--- src/rtl/lfdc_pkg.sv ---
// lfdc_pkg: constants, packet kind type and byte-wide crc-32 update
// shared by the length framed download checker; no dependencies
package lfdc_pkg;

  localparam logic [31:0] CrcPoly   = 32'hEDB8_8320;
  localparam logic [31:0] CrcPreset = 32'hFFFF_FFFF;
  localparam logic [31:0] CountMax  = 32'hFFFF_FFFF;
  localparam logic [7:0]  CmdSize   = 8'h57;
  localparam logic [7:0]  CmdData   = 8'h58;
  localparam int unsigned PosW      = 3;
  localparam logic [PosW-1:0] PosLimit = PosW'(5);

  typedef enum logic [2:0] {
    KIND_OTHER = 3'b001,
    KIND_SIZE  = 3'b010,
    KIND_DATA  = 3'b100
  } kind_e;

  typedef struct packed {
    logic [31:0] image_crc;
    logic [31:0] image_size;
  } result_t;

  // reflected crc-32, one byte, lsb first
  function automatic logic [31:0] crc_fold(input logic [31:0] crc, input logic [7:0] b);
    logic [31:0] c;
    c = crc ^ {24'h0, b};
    for (int k = 0; k < 8; k++) begin
      c = c[0] ? ((c >> 1) ^ CrcPoly) : (c >> 1);
    end
    return c;
  endfunction

endpackage

--- src/rtl/length_framed_download_crc32_top.sv ---
// length_framed_download_crc32_top: packet byte parser, size capture, crc-32
// and byte counter with a registered result and one skid entry; uses lfdc_pkg
//
//  channel | valid       | stall        | payload
//  --------+-------------+--------------+--------------------------------------------
//  in      | in_valid_i  | in_stall_o   | data_byte_i, first_of_write_i, last_of_write_i
//  out     | out_valid_o | out_stall_i  | image_crc_o, image_size_o
//
// one request per cycle while in_stall_o is low; the state update and crc fold
// of a byte finish in the cycle it is accepted; results go to the output or skid entry
// in_stall_o rises only when the output register and the skid entry both hold results
// reset clears all download state and presets the crc to all ones
module length_framed_download_crc32_top (
  input  logic        clk_i,
  input  logic        rst_ni,
  input  logic        in_valid_i,
  output logic        in_stall_o,
  input  logic [7:0]  data_byte_i,
  input  logic        first_of_write_i,
  input  logic        last_of_write_i,
  output logic        out_valid_o,
  input  logic        out_stall_i,
  output logic [31:0] image_crc_o,
  output logic [31:0] image_size_o
);
  import lfdc_pkg::*;

  logic            active_q, active_d;
  logic [31:0]     tgt_q, tgt_d;
  logic [31:0]     pend_q, pend_d;
  logic [31:0]     cnt_q, cnt_d;
  logic [31:0]     crc_q, crc_d;
  kind_e           kind_q, kind_d;
  logic [PosW-1:0] pos_q, pos_d;

  logic            out_vld_q, skid_vld_q;
  result_t         out_q, skid_q, res;
  logic            in_acc, out_acc, res_push;

  assign in_stall_o = skid_vld_q;
  assign in_acc     = in_valid_i && !skid_vld_q;
  assign out_acc    = out_vld_q && !out_stall_i;

  always_comb begin
    active_d = active_q;
    tgt_d    = tgt_q;
    pend_d   = pend_q;
    cnt_d    = cnt_q;
    crc_d    = crc_q;
    kind_d   = kind_q;
    pos_d    = pos_q;
    res_push = 1'b0;
    res      = '{image_crc: ~crc_q, image_size: tgt_q};

    if (first_of_write_i) begin
      pos_d  = '0;
      pend_d = '0;
      if (data_byte_i == CmdSize) begin
        kind_d = KIND_SIZE;
      end else if (data_byte_i == CmdData) begin
        kind_d = KIND_DATA;
      end else begin
        kind_d = KIND_OTHER;
      end
    end else if (kind_q == KIND_SIZE) begin
      unique case (pos_q)
        PosW'(1): pend_d[7:0]   = pend_q[7:0]   | data_byte_i;
        PosW'(2): pend_d[15:8]  = pend_q[15:8]  | data_byte_i;
        PosW'(3): pend_d[23:16] = pend_q[23:16] | data_byte_i;
        PosW'(4): pend_d[31:24] = pend_q[31:24] | data_byte_i;
        default: pend_d = pend_q;
      endcase
    end else if (kind_q == KIND_DATA && active_q) begin
      if (cnt_q < tgt_q) begin
        crc_d = crc_fold(crc_q, data_byte_i);
      end
      if (cnt_q != CountMax) begin
        cnt_d = cnt_q + 32'd1;
      end
    end
    if (pos_d < PosLimit) begin
      pos_d = pos_d + PosW'(1);
    end

    if (last_of_write_i) begin
      if (kind_d == KIND_SIZE) begin
        tgt_d    = pend_d;
        cnt_d    = '0;
        crc_d    = CrcPreset;
        active_d = 1'b1;
      end
      if (active_d && cnt_d >= tgt_d) begin
        active_d = 1'b0;
        res_push = 1'b1;
        res      = '{image_crc: ~crc_d, image_size: tgt_d};
      end
      kind_d = KIND_OTHER;
      pos_d  = '0;
      pend_d = '0;
    end
  end

  always_ff @(posedge clk_i or negedge rst_ni) begin
    if (!rst_ni) begin
      active_q <= 1'b0;
      tgt_q    <= '0;
      pend_q   <= '0;
      cnt_q    <= '0;
      crc_q    <= CrcPreset;
      kind_q   <= KIND_OTHER;
      pos_q    <= '0;
    end else if (in_acc) begin
      active_q <= active_d;
      tgt_q    <= tgt_d;
      pend_q   <= pend_d;
      cnt_q    <= cnt_d;
      crc_q    <= crc_d;
      kind_q   <= kind_d;
      pos_q    <= pos_d;
    end
  end

  // output register with one skid entry behind it
  always_ff @(posedge clk_i or negedge rst_ni) begin
    if (!rst_ni) begin
      out_vld_q  <= 1'b0;
      skid_vld_q <= 1'b0;
    end else begin
      if (!out_vld_q || out_acc) begin
        if (skid_vld_q) begin
          out_vld_q  <= 1'b1;
          skid_vld_q <= 1'b0;
        end else begin
          out_vld_q <= in_acc && res_push;
        end
      end else if (in_acc && res_push) begin
        skid_vld_q <= 1'b1;
      end
    end
  end

  always_ff @(posedge clk_i) begin
    if (!out_vld_q || out_acc) begin
      if (skid_vld_q) begin
        out_q <= skid_q;
      end else if (in_acc && res_push) begin
        out_q <= res;
      end
    end else if (in_acc && res_push) begin
      skid_q <= res;
    end
  end

  assign out_valid_o  = out_vld_q;
  assign image_crc_o  = out_q.image_crc;
  assign image_size_o = out_q.image_size;

`ifndef SYNTH
  a_skid_behind_out: assert property (@(posedge clk_i) disable iff (!rst_ni)
    skid_vld_q |-> out_vld_q)
    else $error("skid entry held without output result");

  a_pos_range: assert property (@(posedge clk_i) disable iff (!rst_ni)
    pos_q <= PosLimit)
    else $error("packet position past limit");

  a_idle_count_hold: assert property (@(posedge clk_i) disable iff (!rst_ni)
    (in_acc && !active_q && !last_of_write_i) |=> $stable(cnt_q))
    else $error("byte count moved while not downloading");

  a_result_ends_download: assert property (@(posedge clk_i) disable iff (!rst_ni)
    (in_acc && res_push) |=> (!active_q && out_vld_q))
    else $error("result issued but download still active or output empty");
`endif

endmodule
--- config.mk ---
export PLATFORM = sky130hd
export DESIGN_NAME = length_framed_download_crc32_top
export DESIGN_NICKNAME = d
export VERILOG_FILES = /design/src/rtl/lfdc_pkg.sv /design/src/rtl/length_framed_download_crc32_top.sv
export SDC_FILE = /design/constraint.sdc
export NUM_CORES = 1
export LEC_CHECK = 0
export BUFFER_PORTS_ARGS = -buffer_cell sky130_fd_sc_hd__buf_2
export CORE_MARGIN = 3
export CORE_UTILIZATION = 50
export CTS_CLUSTER_DIAMETER = 150
export DETAILED_ROUTE_END_ITERATION = 6
export GPL_ROUTABILITY_DRIVEN = 0
export PLACE_DENSITY_LB_ADDON = 0.25
export RECOVER_POWER = 100
export SLEW_MARGIN = 0
export SYNTH_ARGS = -nofsm -noshare
export SYNTH_HDL_FRONTEND = slang
export SYNTH_SLANG_ARGS = --single-unit
--- constraint.sdc ---
create_clock -name clk_i -period 37.1 [get_ports clk_i]
set_input_delay 3.71 -clock clk_i [delete_from_list [all_inputs] [get_ports clk_i]]
set_output_delay 3.71 -clock clk_i [all_outputs]
set_load 0.03 [all_outputs]
---- Word-level counts from Yosys, hierarchy flattened ----
Index checks and enable logic that the tools add are counted.
storage, ports and cells
  register bits ........................... 265
  input port bits ......................... 14
  output and inout bits ................... 66
  word-level logic and storage cells ...... 108
cells by class
  add/subtract/negate cells ............... 2
  $lt $le $gt $ge ......................... 3
  equality and inequality tests ........... 10
  mux-type cells .......................... 50
  bitwise gates (word level) .............. 16
  reduce and logical (&&, ||, !) cells .... 14
operators by type and width
  cell                     count
  $mux W32                 27
  $mux W64                 4
  $not A13 Y14             8
  $not A32 Y32             2
  $add A32 B1 Y32 const B  1
  $ge A32 B32 Y1           1
  $lt A32 B32 Y1           1
  $mux W8                  4
  $ne A32 B32 Y1 const B   1
  $or A8 B8 Y8             4
  $xor A32 B8 Y32          1
  $mux W3                  7
  $eq A8 B7 Y1 const B     2
  $eq A3 B2 Y1 const B     4
  $mux W1                  8
  $eq A3 B3 Y1 const B     2
  $reduce_and A2 Y1        3
  $logic_and A1 B1 Y1      5
  $reduce_bool A2 Y1       2
  $add A3 B1 Y3 const B    1
  $eq A3 B1 Y1 const B     1
  $logic_not A1 Y1         3
  $lt A3 B3 Y1 const B     1
  $logic_or A1 B1 Y1       1
  $not A1 Y1               1

---- Longest topological paths before layout ----
Gate-level depths: netlist (run 1).
  depth after elaboration ................. 28
  gate-level depth with buffers ........... 23
  depth with buffers taken out ............ 18

---- Worst setup path before layout (run 1) ----
OpenSTA, ideal clock, no wires.
  path type ............................... input to register
  start point ............................. input data_byte_i[4]
  end point ............................... register skid_q[0] (netlist name), enable pin
  library setup time ...................... 828 ps
  data arrival time ....................... 16212 ps
  required time ........................... 36272 ps
  path slack .............................. 20060 ps
  stages .................................. 14
  buffers on the path ..................... 3
  cell sequence ........................... clkbuf_1 > nand4bb_1 > o21ai_0 > o21ai_1 > buf_2 > buf_1 > a21oi_1 > inv_1 > ha_1 > nand2b_1 > a2111oi_0 > a2111oi_0 > o41ai_2 > a2111oi_0
between the ends
  longest elaborated chain between the ends .. 13
  elaborated cells on any way between the ends .. 28
  those cells by class .................... order compare: 1; eq/ne: 3; mux: 17; bitwise: 4; reduce/logical: 3
ends and longest elaborated chain
  element                        RTL line                                 RTL
  from (decl)                    length_framed_download_crc32_top.sv:18   input logic [7:0] data_byte_i,
  $eq A8 B7 Y1                   length_framed_download_crc32_top.sv:60   end else if (data_byte_i == CmdData) begin
  $mux W3                        length_framed_download_crc32_top.sv:60
  $mux W3                        length_framed_download_crc32_top.sv:58   if (data_byte_i == CmdSize) begin
  $mux W3                        length_framed_download_crc32_top.sv:55   if (first_of_write_i) begin
  $eq A3 B2 Y1                   length_framed_download_crc32_top.sv:86   if (kind_d == KIND_SIZE) begin
  $mux W32                       length_framed_download_crc32_top.sv:86
  $mux W32                       length_framed_download_crc32_top.sv:85   if (last_of_write_i) begin
  $ge A32 B32 Y1                 length_framed_download_crc32_top.sv:92   if (active_d && cnt_d >= tgt_d) begin
  $logic_and A1 B1 Y1 *          length_framed_download_crc32_top.sv:92
  $mux W1 *                      length_framed_download_crc32_top.sv:92
  $mux W1 *                      length_framed_download_crc32_top.sv:85
  $logic_and A1 B1 Y1 *          length_framed_download_crc32_top.sv:149  end else if (in_acc && res_push) begin
  $reduce_and A2 Y1 (no line) *  --
  to (signal assigned)           length_framed_download_crc32_top.sv:150  skid_q <= res;
  to (decl)                      length_framed_download_crc32_top.sv:37   result_t out_q, skid_q, res;
Every way passes the cells marked *; elsewhere a longest branch is shown, timed or not. The select of a mux whose other input is x is not followed.
A chain may end at the register's enable or synchronous reset.

---- Final worst setup path (run 1) ----
  start point ............................. input first_of_write_i
  end point ............................... register out_q, in the netlist image_size_o[2], enable pin
between the ends
  longest elaborated chain between the ends .. 11
  elaborated cells on any way between the ends .. 17
  those cells by class .................... order compare: 1; eq/ne: 1; mux: 11; reduce/logical: 4
ends and longest elaborated chain
  element                         RTL line                                 RTL
  from (decl)                     length_framed_download_crc32_top.sv:19   input logic first_of_write_i,
  $mux W3                         length_framed_download_crc32_top.sv:55
  $eq A3 B2 Y1                    length_framed_download_crc32_top.sv:86
  $mux W32                        length_framed_download_crc32_top.sv:86
  $mux W32                        length_framed_download_crc32_top.sv:85
  $ge A32 B32 Y1                  length_framed_download_crc32_top.sv:92
  $logic_and A1 B1 Y1 *           length_framed_download_crc32_top.sv:92
  $mux W1 *                       length_framed_download_crc32_top.sv:92
  $mux W1 *                       length_framed_download_crc32_top.sv:85
  $logic_and A1 B1 Y1 *           length_framed_download_crc32_top.sv:146  end else if (in_acc && res_push) begin
  $reduce_bool A2 Y1 (no line) *  --
  $reduce_and A2 Y1 (no line) *   --
  to (signal assigned)            length_framed_download_crc32_top.sv:145  out_q <= skid_q;
  to (signal assigned)            length_framed_download_crc32_top.sv:147  out_q <= res;
  to (decl)                       length_framed_download_crc32_top.sv:37
Marked as above.

==> flow_summary.rst, run 1 <==
.. list-table::
   :header-rows: 1

   * - Metric
     - Value
   * - Run status
     - finished with violations
   * - Violations in the final reports
     - max-capacitance violations, max-slew violations
   * - Synth warnings
     - 0
   * - Global route overflow
     - 0
   * - Bufs on Longest Clock Path
     - 3
   * - Number of cells upsized or downsized after cts
     - 0
   * - Count of input and output buffers
     - 79
   * - Filler Cells Inserted
     - 2509
   * - Average instance area after synthesis
     - 9.70 µm²
   * - Max-slew violation total from the final report
     - 589
   * - Maximum fanout count along the critical path
     - 64
   * - Peak supply drop
     - 0.0322 mV
   * - Stage delay of the slowest cell on the critical path
     - 2.60 ns
   * - Placed cell area
     - 15000 µm²
   * - Final HPWL from detailed placement
     - 25200 µm
   * - DR vias
     - 11200
   * - Combinational family with the most area after synthesis
     - compound AO/OA/AOI/OAI gates
   * - Std-Cell Rows
     - 61
   * - Antenna violations before repair
     - 0
   * - Minimum setup slack in the final design
     - 24.79 ns
   * - Basic-gate share of the synthesized area counting and, or, nand and nor cells
     - 0.149
   * - Share of the synthesized area in compound gates (AO/OA/AOI/OAI)
     - 0.158
   * - Most Frequent Cell on Critical Path
     - sky130_fd_sc_hd__clkbuf_1
   * - Synthesized netlist cell count
     - 1475
   * - Count of unique library cells instantiated by Yosys
     - 53
   * - Post-synthesis cell area
     - 14300 µm²
   * - Power density relative to cell area
     - 46.6 nW/µm²
   * - Static power due to leakage
     - 5.89 nW
   * - Final layout net count
     - 1593
   * - Post-synthesis net count
     - 1554
   * - Top area cells in the synthesized netlist
     - sky130_fd_sc_hd__edfxtp_1, sky130_fd_sc_hd__dfrtp_1, sky130_fd_sc_hd__a21oi_1
   * - Leading register cell type out of synthesis
     - sky130_fd_sc_hd__edfxtp_1
   * - Final clock period utilization by the worst path
     - 0.332
   * - Number of H-tree levels
     - 1
   * - Synth Area in Adders
     - 0.0568
   * - Drt pass-1 iters
     - 6
   * - Hold Path Origin
     - pend_q[22]
   * - Total negative setup slack
     - 0 ns
   * - Largest net degree at the start of global routing
     - 73
   * - Antenna-violating nets left
     - 0
   * - Unrepaired setup endpoints after global routing
     - false
   * - Mux cell area share after synthesis
     - 0.0252
   * - Worst Path Arrival
     - 12.37 ns
   * - DR iter-0 viols
     - 1060
   * - Count of pins on the block boundary
     - 80
   * - Cell type with the highest aggregate area in the netlist
     - sky130_fd_sc_hd__edfxtp_1
   * - Worst relative slew slack
     - -1.63
   * - CTS Root Cell
     - sky130_fd_sc_hd__clkbuf_16
   * - Register bit count reported by yosys
     - 265
   * - Actual slew at the worst max-slew pin
     - 3.94 ns
   * - Total routing usage reported by global routing
     - 0.239
   * - Total area of multi-input combinational cells
     - 6500 µm²
   * - Final-report hold violation count
     - 0
   * - Xor-xnor portion of the synthesized cell area
     - 0.0629
   * - Final routed wire length divided by cell count
     - 19.3 µm
   * - Bufs and invs on worst path
     - 3
   * - Post-route minimum period
     - 12.31 ns
   * - Clk sinks
     - 265
   * - Count of flip-flops with a built-in enable after synthesis
     - 128
   * - Crit path launch type
     - input port
   * - Ratio of cells with drive above 1 in the final layout
     - 0.0898
   * - Slowest stage cell, crit path
     - sky130_fd_sc_hd__clkbuf_1
   * - Max-cap violation count
     - 11
   * - Setup clock skew after layout
     - 0.0142 ns
   * - Worst slack after detailed placement
     - 28.14 ns
   * - FF+latch area
     - 7310 µm²
   * - Endpoint class of the critical path
     - flip-flop
   * - Cell with the most instances after synthesis
     - sky130_fd_sc_hd__a21oi_1
   * - Worst setup path start
     - first_of_write_i
   * - Share of the yosys chip area belonging to registers
     - 0.511
   * - Antenna fix cells
     - 0
   * - CTS clk-pin slew, worst paths
     - 0.06 ns
   * - Routed vias/inst
     - 5.83
   * - First-pass GRT wire length
     - 59300 µm
   * - Min-Delay Path Class
     - reg -> reg
   * - Die boundary width
     - 175 µm
   * - Drc violations
     - 0
   * - Area growth from synthesis to layout
     - 10.6%
   * - Die Ht
     - 175 µm
   * - Via count of the first global-routing pass
     - 10600
   * - Num CTS Buffers
     - 28
   * - TritonCTS clock tree
     - yes
   * - Area of the die
     - 30700 µm²
   * - # setup viols final
     - 0
   * - Worst R2R Start
     - kind_q[0]
   * - Post-CTS Setup Inserts
     - 0
   * - Worst path cell trace
     - clkbuf_1 > o21ai_0 > o21ai_4 > clkbuf_1 > a21oi_1 > ha_1 > nand4_1 > nor4_1 > and2_1 > o41ai_1 > a21oi_4 > a21oi_1 > a21oi_4 > clkbuf_1
   * - Async set or reset register ratio after synthesis
     - 0.517
   * - Worst Setup Path Type
     - in -> reg
   * - Kind of cell adding the most delay to the critical path
     - buffers and inverters
   * - Initial Util
     - 0.511
   * - Fraction of synthesized cell area taken by the top area cell type
     - 0.269
   * - Highest clock frequency the design can meet
     - 0.0812 GHz
   * - Synth top cells by count
     - sky130_fd_sc_hd__a21oi_1, sky130_fd_sc_hd__nor2_1, sky130_fd_sc_hd__nand2_1
   * - Total non-filler cell area in the finished layout
     - 15800 µm²
   * - Skew-Pair Late Insertion Delay
     - 0.54 ns
   * - Number of hold buffers added after CTS
     - 0
   * - WP data required
     - 37.16 ns
   * - Core Region
     - 28000 µm²
   * - Total length of routed wires
     - 36900 µm
-- final cells by class --
type	instances	area share
Sequential cell	265	0.462
Multi-Input combinational cell	1078	0.410
Clock buffer	41	0.0506
Tap cell	378	0.0299
Timing Repair Buffer	98	0.0263
Clock inverter	11	0.0106
Inverter	43	0.0102
-- state kept, by name (all words and copies together) (netlist names) --
register and count:
skid_q 64, tgt_q 32, in_stall_o 1, pend_q 32, kind_q 3, image_crc_o 32, active_q 1, cnt_q 32
out_valid_o 1, image_size_o 32, crc_q 32, pos_q 3
-- final timing paths --
check                                  end  slack (ns)  depth (start not counted)
setup / recovery           image_size_o[2]       24.79                         14
hold / removal                  pend_q[22]        0.49                          2
hold reg to reg                 pend_q[22]        0.49                          2
min in group asynchronous        tgt_q[20]        4.52                          1
max in group asynchronous        pend_q[4]       27.41                          2
setup reg to reg           image_size_o[2]       28.80                         14
-- where the power goes --
group          leakage (nW)  internal [mW]  total (mW)  switching, mW
Clock                 0.456          0.177       0.295          0.118
Combinational          2.45         0.0347       0.109         0.0748
Sequential             2.98          0.327       0.334        0.00700
Total                  5.89          0.539       0.738          0.199
-- cell usage in the layout (no fill, tap or decap), types with 4 or more instances in the layout --
cell type and n:
sky130_fd_sc_hd__bufinv_16 4, sky130_fd_sc_hd__dfstp_2 33, sky130_fd_sc_hd__mux2_2 32, sky130_fd_sc_hd__xor2_1 33
sky130_fd_sc_hd__o21a_1 6, sky130_fd_sc_hd__edfxtp_1 128, sky130_fd_sc_hd__nand4_1 14, sky130_fd_sc_hd__inv_1 43
sky130_fd_sc_hd__buf_2 12, sky130_fd_sc_hd__a21o_1 6, sky130_fd_sc_hd__xnor2_1 68, sky130_fd_sc_hd__nor2_1 168
sky130_fd_sc_hd__dfrtp_1 104, sky130_fd_sc_hd__a211oi_1 4, sky130_fd_sc_hd__nand3_1 21, sky130_fd_sc_hd__clkbuf_1 86
sky130_fd_sc_hd__o211ai_1 35, sky130_fd_sc_hd__nor4_1 8, sky130_fd_sc_hd__clkinvlp_4 4, sky130_fd_sc_hd__nor2b_1 6
sky130_fd_sc_hd__ha_1 65, sky130_fd_sc_hd__nand2_1 160, sky130_fd_sc_hd__a31oi_1 8, sky130_fd_sc_hd__and2_1 6
sky130_fd_sc_hd__and4_1 6, sky130_fd_sc_hd__a21oi_1 198, sky130_fd_sc_hd__nor3_1 25, sky130_fd_sc_hd__or3_1 35
sky130_fd_sc_hd__buf_4 9, sky130_fd_sc_hd__clkbuf_16 29, sky130_fd_sc_hd__nand2b_1 5, sky130_fd_sc_hd__and3_1 10
sky130_fd_sc_hd__o31ai_1 14, sky130_fd_sc_hd__o21ai_0 116
-- logic make-up (layout without fill, tap and decap cells) --
logic type	Yosys count	count (layout)
AO/OA/AOI/OAI	405	405
buffers and inverters	132	193
adder cells (fa/ha/maj)	65	65
AND/OR/NAND/NOR	474	474
multiplexers	32	32
flip-flops	265	265
XOR/XNOR	102	102
-- stage by stage --
step                       util  hold WS [ns]  power (mW)  cells
after detailed placement  0.536         0.482       0.449   1862
after CTS                 0.570         0.497       0.743   1914
final                     0.565         0.495       0.738   1914
after global placement    0.536         0.478       0.446   1862
after global routing      0.565         0.529       0.766   1914
after floorplan               -         0.463       0.417   1475
-- metal layers --
metal | global-route usage | routed length, µm
met5 | 0 | 0
met4 | 0.0608 | 839
met3 | 0.0328 | 2780
met2 | 0.356 | 16300
met1 | 0.368 | 17000
-- worst register-to-register path, delay by kind of cell (launching register included) --
kind / cells / cell delay (ns)
and+or+nand+nor: 5 / 1.06
adders and majority gates: 1 / 0.47
DFF: 1 / 0.54
AOI/OAI and AO/OA: 6 / 1.43
buffers and inverters: 2 / 4.25
Note: power is estimated with default switching activity, not from simulation.
==> run 2, diff against run 1 <==
==> constraint.sdc (replaced) <==
create_clock -name clk_i -period 11.6 [get_ports clk_i]
set_input_delay 1.16 -clock clk_i [delete_from_list [all_inputs] [get_ports clk_i]]
set_output_delay 1.16 -clock clk_i [all_outputs]
set_load 0.03 [all_outputs]
==> run 2 against run 1 <==
Global-route usage shrank 0.39 points. Clock power grew to 3.2 times the previous value. Final area grew 0.32%. The run still ends with max-capacitance violations, max-slew violations left. Sequential cell count is the same. Largest power group unchanged. First-iteration DRC count shrank 5.4%. Sequential share of layout area shrank 0.15 points. Clock skew grew 0.013 ns.
==> flow_summary.rst, run 2 (synthesis results as in run 1) <==
.. list-table::
   :header-rows: 1

   * - Metric
     - Value
   * - Maximum fanout count along the critical path
     - 64
   * - Crit path launch type
     - input port
   * - Run status
     - finished with violations
   * - FF+latch area
     - 7310 µm²
   * - Setup clock skew after layout
     - 0.0272 ns
   * - Kind of cell adding the most delay to the critical path
     - buffers and inverters
   * - Core Region
     - 28000 µm²
   * - Clk sinks
     - 265
   * - Min-Delay Path Class
     - reg -> reg
   * - Share of total power in the clock network
     - 0.401
   * - Num CTS Buffers
     - 29
   * - Number of hold buffers added after CTS
     - 0
   * - Drt pass-1 iters
     - 6
   * - Worst relative slew slack
     - -1.65
   * - Combinational cell fraction of total power
     - 0.152
   * - Bufs and invs on worst path
     - 4
   * - # setup viols final
     - 0
   * - Number of cells upsized or downsized after cts
     - 0
   * - Final layout net count
     - 1598
   * - Switching power as a share of total power
     - 0.275
   * - Stage delay of the slowest cell on the critical path
     - 1.58 ns
   * - Highest clock frequency the design can meet
     - 0.119 GHz
   * - Peak supply drop
     - 0.120 mV
   * - Net switching power
     - 0.652 mW
   * - Area growth from synthesis to layout
     - 11.0%
   * - Violations in the final reports
     - max-capacitance violations, max-slew violations
   * - Post-route minimum period
     - 8.38 ns
   * - Count of pins on the block boundary
     - 80
   * - Final clock period utilization by the worst path
     - 0.723
   * - Final-report hold violation count
     - 0
   * - Worst Path Arrival
     - 8.57 ns
   * - Sequential group share of total power
     - 0.447
   * - Number of H-tree levels
     - 1
   * - Max-cap violation count
     - 7
   * - Filler Cells Inserted
     - 2516
   * - Highest-count cells in the layout ignoring fill and taps
     - sky130_fd_sc_hd__a21oi_1, sky130_fd_sc_hd__nor2_1, sky130_fd_sc_hd__nand2_1
   * - Worst Setup Path Type
     - in -> reg
   * - Std-Cell Rows
     - 61
   * - Drc violations
     - 0
   * - Total area of multi-input combinational cells
     - 6500 µm²
   * - Initial Util
     - 0.511
   * - Die Ht
     - 175 µm
   * - Most common cell after layout, fill and taps aside
     - sky130_fd_sc_hd__a21oi_1
   * - Post-CTS Setup Inserts
     - 0
   * - Routed vias/inst
     - 5.82
   * - Largest register by flop count
     - skid_q
   * - Antenna-violating nets left
     - 0
   * - Endpoint class of the critical path
     - flip-flop
   * - CTS Root Cell
     - sky130_fd_sc_hd__clkbuf_16
   * - Ratio of cells with drive above 1 in the final layout
     - 0.0927
   * - Unrepaired setup endpoints after global routing
     - false
   * - Total non-filler cell area in the finished layout
     - 15900 µm²
   * - Skew-Pair Late Insertion Delay
     - 0.57 ns
   * - CTS clk-pin slew, worst paths
     - 0.06 ns
   * - Number of flip-flops in the largest register
     - 64
   * - Total routing usage reported by global routing
     - 0.235
   * - TritonCTS clock tree
     - yes
   * - Power density relative to cell area
     - 150 nW/µm²
   * - Worst path cell trace
     - clkbuf_1 > o21ai_0 > o21ai_4 > clkbuf_1 > a21oi_1 > ha_1 > nand4_1 > nor4_1 > a221o_1 > a211oi_1 > a21oi_4 > buf_4 > a21oi_1 > a21oi_4 > buf_4
   * - First-pass GRT wire length
     - 58200 µm
   * - Slowest stage cell, crit path
     - sky130_fd_sc_hd__clkbuf_1
   * - Die boundary width
     - 175 µm
   * - Bufs on Longest Clock Path
     - 3
   * - Actual slew at the worst max-slew pin
     - 3.97 ns
   * - Largest net degree at the start of global routing
     - 101
   * - Antenna violations before repair
     - 0
   * - Area of the die
     - 30700 µm²
   * - Total length of routed wires
     - 35900 µm
   * - DR iter-0 viols
     - 1003
   * - Via count of the first global-routing pass
     - 10600
   * - Max-slew violation total from the final report
     - 355
   * - Final routed wire length divided by cell count
     - 18.7 µm
   * - Count of input and output buffers
     - 79
   * - Total negative setup slack
     - 0 ns
   * - Final HPWL from detailed placement
     - 24500 µm
   * - DR vias
     - 11200
   * - Placed cell area
     - 15000 µm²
   * - Static power due to leakage
     - 5.93 nW
   * - WP data required
     - 11.79 ns
   * - Global route overflow
     - 0
   * - Internal portion of total power
     - 1.72 mW
[run 2: changes by cell type in the layout (fill, tap and decap cells not counted), sizes merged]
cell	before	now
buf	21	22
inv	43	45
clkinvlp	4	2
bufinv	4	5
clkbuf	118	111
clkinv	3	14
diode	0	1
[run 2: worst reg2reg max path, stage by stage, from the launching register on]
cell and delay, ns:
sky130_fd_sc_hd__dfstp_2 0.55, sky130_fd_sc_hd__nor2_1 0.05, sky130_fd_sc_hd__and2_1 0.19, sky130_fd_sc_hd__o21ai_4 0.11, sky130_fd_sc_hd__clkbuf_1 1.58, sky130_fd_sc_hd__a21oi_1 0.45
sky130_fd_sc_hd__ha_1 0.47, sky130_fd_sc_hd__nand4_1 0.14, sky130_fd_sc_hd__nor4_1 0.49, sky130_fd_sc_hd__a221o_1 0.24, sky130_fd_sc_hd__a211oi_1 0.10, sky130_fd_sc_hd__a21oi_4 0.78
sky130_fd_sc_hd__buf_4 0.41, sky130_fd_sc_hd__a21oi_1 0.18, sky130_fd_sc_hd__a21oi_4 0.19, sky130_fd_sc_hd__buf_4 0.67
[run 2: cell type report]
type,count,share of cell area
multi-input cells,1078,0.410
well taps,378,0.0298
flip-flops and latches,265,0.461
clock buffers,31,0.0462
inverters,43,0.0102
diodes,1,0.000158
repair buffers,102,0.0276
clock inverters,23,0.0160
[run 2: worst paths after layout]
| check | from | endpoint | slack [ns] | cells past startpoint |
|---|---|---|---|---|
| max | first_of_write_i | image_size_o[2] | 3.22 | 15 |
| max in group asynchronous | rst_ni | tgt_q[15] | 4.43 | 2 |
| min in group asynchronous | rst_ni | cnt_q[26] | 2.00 | 1 |
| min reg2reg | pend_q[18] | pend_q[18] | 0.50 | 2 |
| max reg2reg | kind_q[0] | image_size_o[2] | 4.57 | 15 |
| min | pend_q[18] | pend_q[18] | 0.50 | 2 |
[run 2: power groups by stage]
stage / clock network (mW) / registers [mW] / logic (mW)
after global routing: 1.01 / 1.07 / 0.395
after detailed placement: 0 / 1.08 / 0.365
after CTS: 0.972 / 1.06 / 0.368
after floorplan: 0 / 1.11 / 0.218
after global placement: 0 / 1.08 / 0.361
final: 0.953 / 1.06 / 0.361
[run 2: per-layer routing]
layer | track usage | wire [µm] | up-vias
met5 | 0 | 0 | -
met4 | 0.0635 | 996 | 0
met3 | 0.0341 | 2370 | 77
met2 | 0.365 | 16100 | 378
met1 | 0.346 | 16500 | 5385
li1 | - | - | 5346
[run 2: through the flow]
step / total power [mW] / hold slack (ns) / utilization / setup slack (ns) / instances
3_3_place_gp: 1.44 / 0.478 / 0.537 / 4.61 / 1866
4_1_cts: 2.40 / 0.500 / 0.572 / 4.92 / 1920
6_report: 2.38 / 0.497 / 0.567 / 3.22 / 1921
5_1_grt: 2.47 / 0.526 / 0.567 / 2.56 / 1920
3_5_place_dp: 1.44 / 0.484 / 0.537 / 4.38 / 1866
2_1_floorplan: 1.33 / 0.463 / - / 0.278 / 1475
==> run 3, diff against run 2 <==
==> constraint.sdc (replaced) <==
create_clock -name clk_i -period 7 [get_ports clk_i]
set_input_delay 0.7 -clock clk_i [delete_from_list [all_inputs] [get_ports clk_i]]
set_output_delay 0.7 -clock clk_i [all_outputs]
set_load 0.03 [all_outputs]
==> run 3 against run 2 <==
The flow still finishes with violations (max-capacitance violations, max-slew violations). Core utilization shrank 0.22 points. Sequential share of layout area grew 0.18 points. Final cell count is essentially flat. Combinational power grew 67%. Critical endpoint is now skid_q[41]. Largest power group unchanged.
==> flow_summary.rst, run 3 (synthesis results as in run 1) <==
.. list-table::
   :header-rows: 1

   * - Metric
     - Value
   * - Run status
     - finished with violations
   * - Violations in the final reports
     - max-capacitance violations, max-slew violations
   * - Total routing usage reported by global routing
     - 0.236
   * - Core occupancy in the finished layout
     - 0.565
   * - Largest register by flop count
     - skid_q
   * - Skew-Pair Late Insertion Delay
     - 0.57 ns
   * - DR iter-0 viols
     - 1019
   * - Crit path launch type
     - flip-flop
   * - Worst Path Arrival
     - 6.60 ns
   * - Sequential group share of total power
     - 0.463
   * - Drc violations
     - 0
   * - Most common cell after layout, fill and taps aside
     - sky130_fd_sc_hd__a21oi_1
   * - Total length of routed wires
     - 36200 µm
   * - Initial Util
     - 0.511
   * - Die boundary width
     - 175 µm
   * - Worst slack after detailed placement
     - 0.660 ns
   * - Max-slew violation total from the final report
     - 437
   * - Min-Delay Path Class
     - reg -> reg
   * - Hold Path Origin
     - pend_q[7]
   * - Static power due to leakage
     - 5.90 nW
   * - Number of flip-flops in the largest register
     - 64
   * - Worst relative slew slack
     - -1.67
   * - Peak supply drop
     - 0.197 mV
   * - Number of cells upsized or downsized after cts
     - 0
   * - First-pass GRT wire length
     - 58300 µm
   * - Final clock period utilization by the worst path
     - 0.922
   * - Net switching power
     - 1.08 mW
   * - Final layout net count
     - 1598
   * - Post-CTS Setup Inserts
     - 0
   * - Max-cap violation count
     - 8
   * - Number of cells on the worst hold path
     - 2
   * - Std-Cell Rows
     - 61
   * - Maximum fanout count along the critical path
     - 64
   * - Antenna-violating nets left
     - 0
   * - Final-report hold violation count
     - 0
   * - Internal portion of total power
     - 2.73 mW
   * - Count of input and output buffers
     - 79
   * - Ratio of cells with drive above 1 in the final layout
     - 0.0934
   * - Worst Hold Endpoint
     - pend_q[7]
   * - Antenna fix cells
     - 0
   * - Core Region
     - 28000 µm²
   * - Setup clock skew after layout
     - 0.0125 ns
   * - Clk sinks
     - 265
   * - Area growth from synthesis to layout
     - 10.5%
   * - CTS clk-pin slew, worst paths
     - 0.06 ns
   * - Worst Setup Path Type
     - reg -> reg
   * - Endpoint of the most critical register-to-register path
     - skid_q[41]
   * - # setup viols final
     - 0
   * - Number of hold buffers added after CTS
     - 0
   * - Global route overflow
     - 0
   * - Drt pass-1 iters
     - 6
   * - Endpoint class of the critical path
     - flip-flop
   * - DR vias
     - 11100
   * - CTS Root Cell
     - sky130_fd_sc_hd__clkbuf_16
   * - Power density relative to cell area
     - 241 nW/µm²
   * - Antenna violations before repair
     - 1
   * - Switching power as a share of total power
     - 0.284
   * - Highest clock frequency the design can meet
     - 0.155 GHz
   * - Filler Cells Inserted
     - 2516
   * - Number of cell instances on the worst register-to-register path
     - 15
   * - Share of total power in the clock network
     - 0.379
   * - WP data required
     - 7.15 ns
   * - Total negative setup slack
     - 0 ns
   * - Combinational cell fraction of total power
     - 0.158
   * - Final routed wire length divided by cell count
     - 18.9 µm
   * - TritonCTS clock tree
     - yes
   * - Minimum setup slack in the final design
     - 0.543 ns
   * - Num CTS Buffers
     - 29
   * - Count of pins on the block boundary
     - 80
   * - Die Ht
     - 175 µm
   * - Final HPWL from detailed placement
     - 25000 µm
   * - Routed vias/inst
     - 5.79
   * - Actual slew at the worst max-slew pin
     - 4.00 ns
   * - Largest net degree at the start of global routing
     - 72
   * - Register-to-Register Setup Slack
     - 0.54 ns
   * - Area of the die
     - 30700 µm²
   * - Bufs on Longest Clock Path
     - 3
   * - Worst R2R Start
     - cnt_q[0]
   * - Via count of the first global-routing pass
     - 10400
   * - Unrepaired setup endpoints after global routing
     - false
   * - Highest-count cells in the layout ignoring fill and taps
     - sky130_fd_sc_hd__a21oi_1, sky130_fd_sc_hd__nor2_1, sky130_fd_sc_hd__nand2_1
   * - Post-route minimum period
     - 6.46 ns
   * - Number of H-tree levels
     - 1
## run 3: cell count changes in the layout (fill, tap and decap cells not counted), moves of 3 or more
cell                        change
sky130_fd_sc_hd__clkbuf_2       +5
sky130_fd_sc_hd__clkinv_1       -5
sky130_fd_sc_hd__clkinv_2       -5
sky130_fd_sc_hd__clkinv_4       +5
sky130_fd_sc_hd__bufinv_16      -4
sky130_fd_sc_hd__clkbuf_1       +3
## run 3: worst max-delay path by stage
stage	from	to	slack [ns]	depth (start not counted)
floorplan	cnt_q[0]	image_crc_o[0]	0.67	21
detailed placement	first_of_write_i	image_size_o[19]	0.66	17
finish	cnt_q[0]	skid_q[41]	0.54	15
global placement	first_of_write_i	image_size_o[19]	0.68	17
CTS	cnt_q[0]	image_size_o[8]	0.95	18
global route	cnt_q[0]	skid_q[41]	0.32	15
## run 3: per-stage QoR
stage          hold slack [ns]  instances  power (mW)  area, µm²
2_1_floorplan            0.404       1475        2.21      14300
3_3_place_gp             0.477       1865        2.39      15100
3_5_place_dp             0.486       1865        2.40      15100
4_1_cts                  0.161       1919        3.85      16000
5_1_grt                  0.512       1920        3.96      15800
6_report                 0.497       1920        3.81      15800
## run 3: cell type report
cell class	instances	area, µm²	area share
Clock buffer	42	774	0.0490
Timing Repair Buffer	102	465	0.0294
Sequential cell	265	7310	0.462
Multi-Input combinational cell	1078	6510	0.412
Clock inverter	12	118	0.00743
Inverter	43	161	0.0102
Tap cell	378	473	0.0299
## run 3: routing by layer
metal | GRT usage | share of wire
met3 | 0.0419 | 0.070
met1 | 0.355 | 0.46
met5 | 0 | 0.00036
met4 | 0.0608 | 0.025
met2 | 0.354 | 0.44
## run 3: power groups by stage
stage               Sequential (mW)  Clock (mW)  Combinational [mW]
finish                         1.76        1.44               0.602
global route                   1.77        1.53               0.660
CTS                            1.76        1.47               0.616
detailed placement             1.79           0               0.612
global placement               1.79           0               0.605
floorplan                      1.84           0               0.364
## run 3: worst max-delay path: stages (launching register included)
cell	delay [ns]
sky130_fd_sc_hd__dfrtp_1	0.43
sky130_fd_sc_hd__ha_1	0.25
sky130_fd_sc_hd__and4_1	0.23
sky130_fd_sc_hd__nand4_1	0.22
sky130_fd_sc_hd__or4_4	0.58
sky130_fd_sc_hd__nand2_1	0.29
sky130_fd_sc_hd__nor2_1	0.18
sky130_fd_sc_hd__nand2_1	0.14
sky130_fd_sc_hd__xor2_1	0.15
sky130_fd_sc_hd__nor2_1	0.07
sky130_fd_sc_hd__ha_1	0.31
sky130_fd_sc_hd__nand4_1	0.11
sky130_fd_sc_hd__a2111oi_0	0.91
sky130_fd_sc_hd__o41ai_1	0.37
sky130_fd_sc_hd__a2111oi_4	0.37
sky130_fd_sc_hd__clkbuf_2	1.38
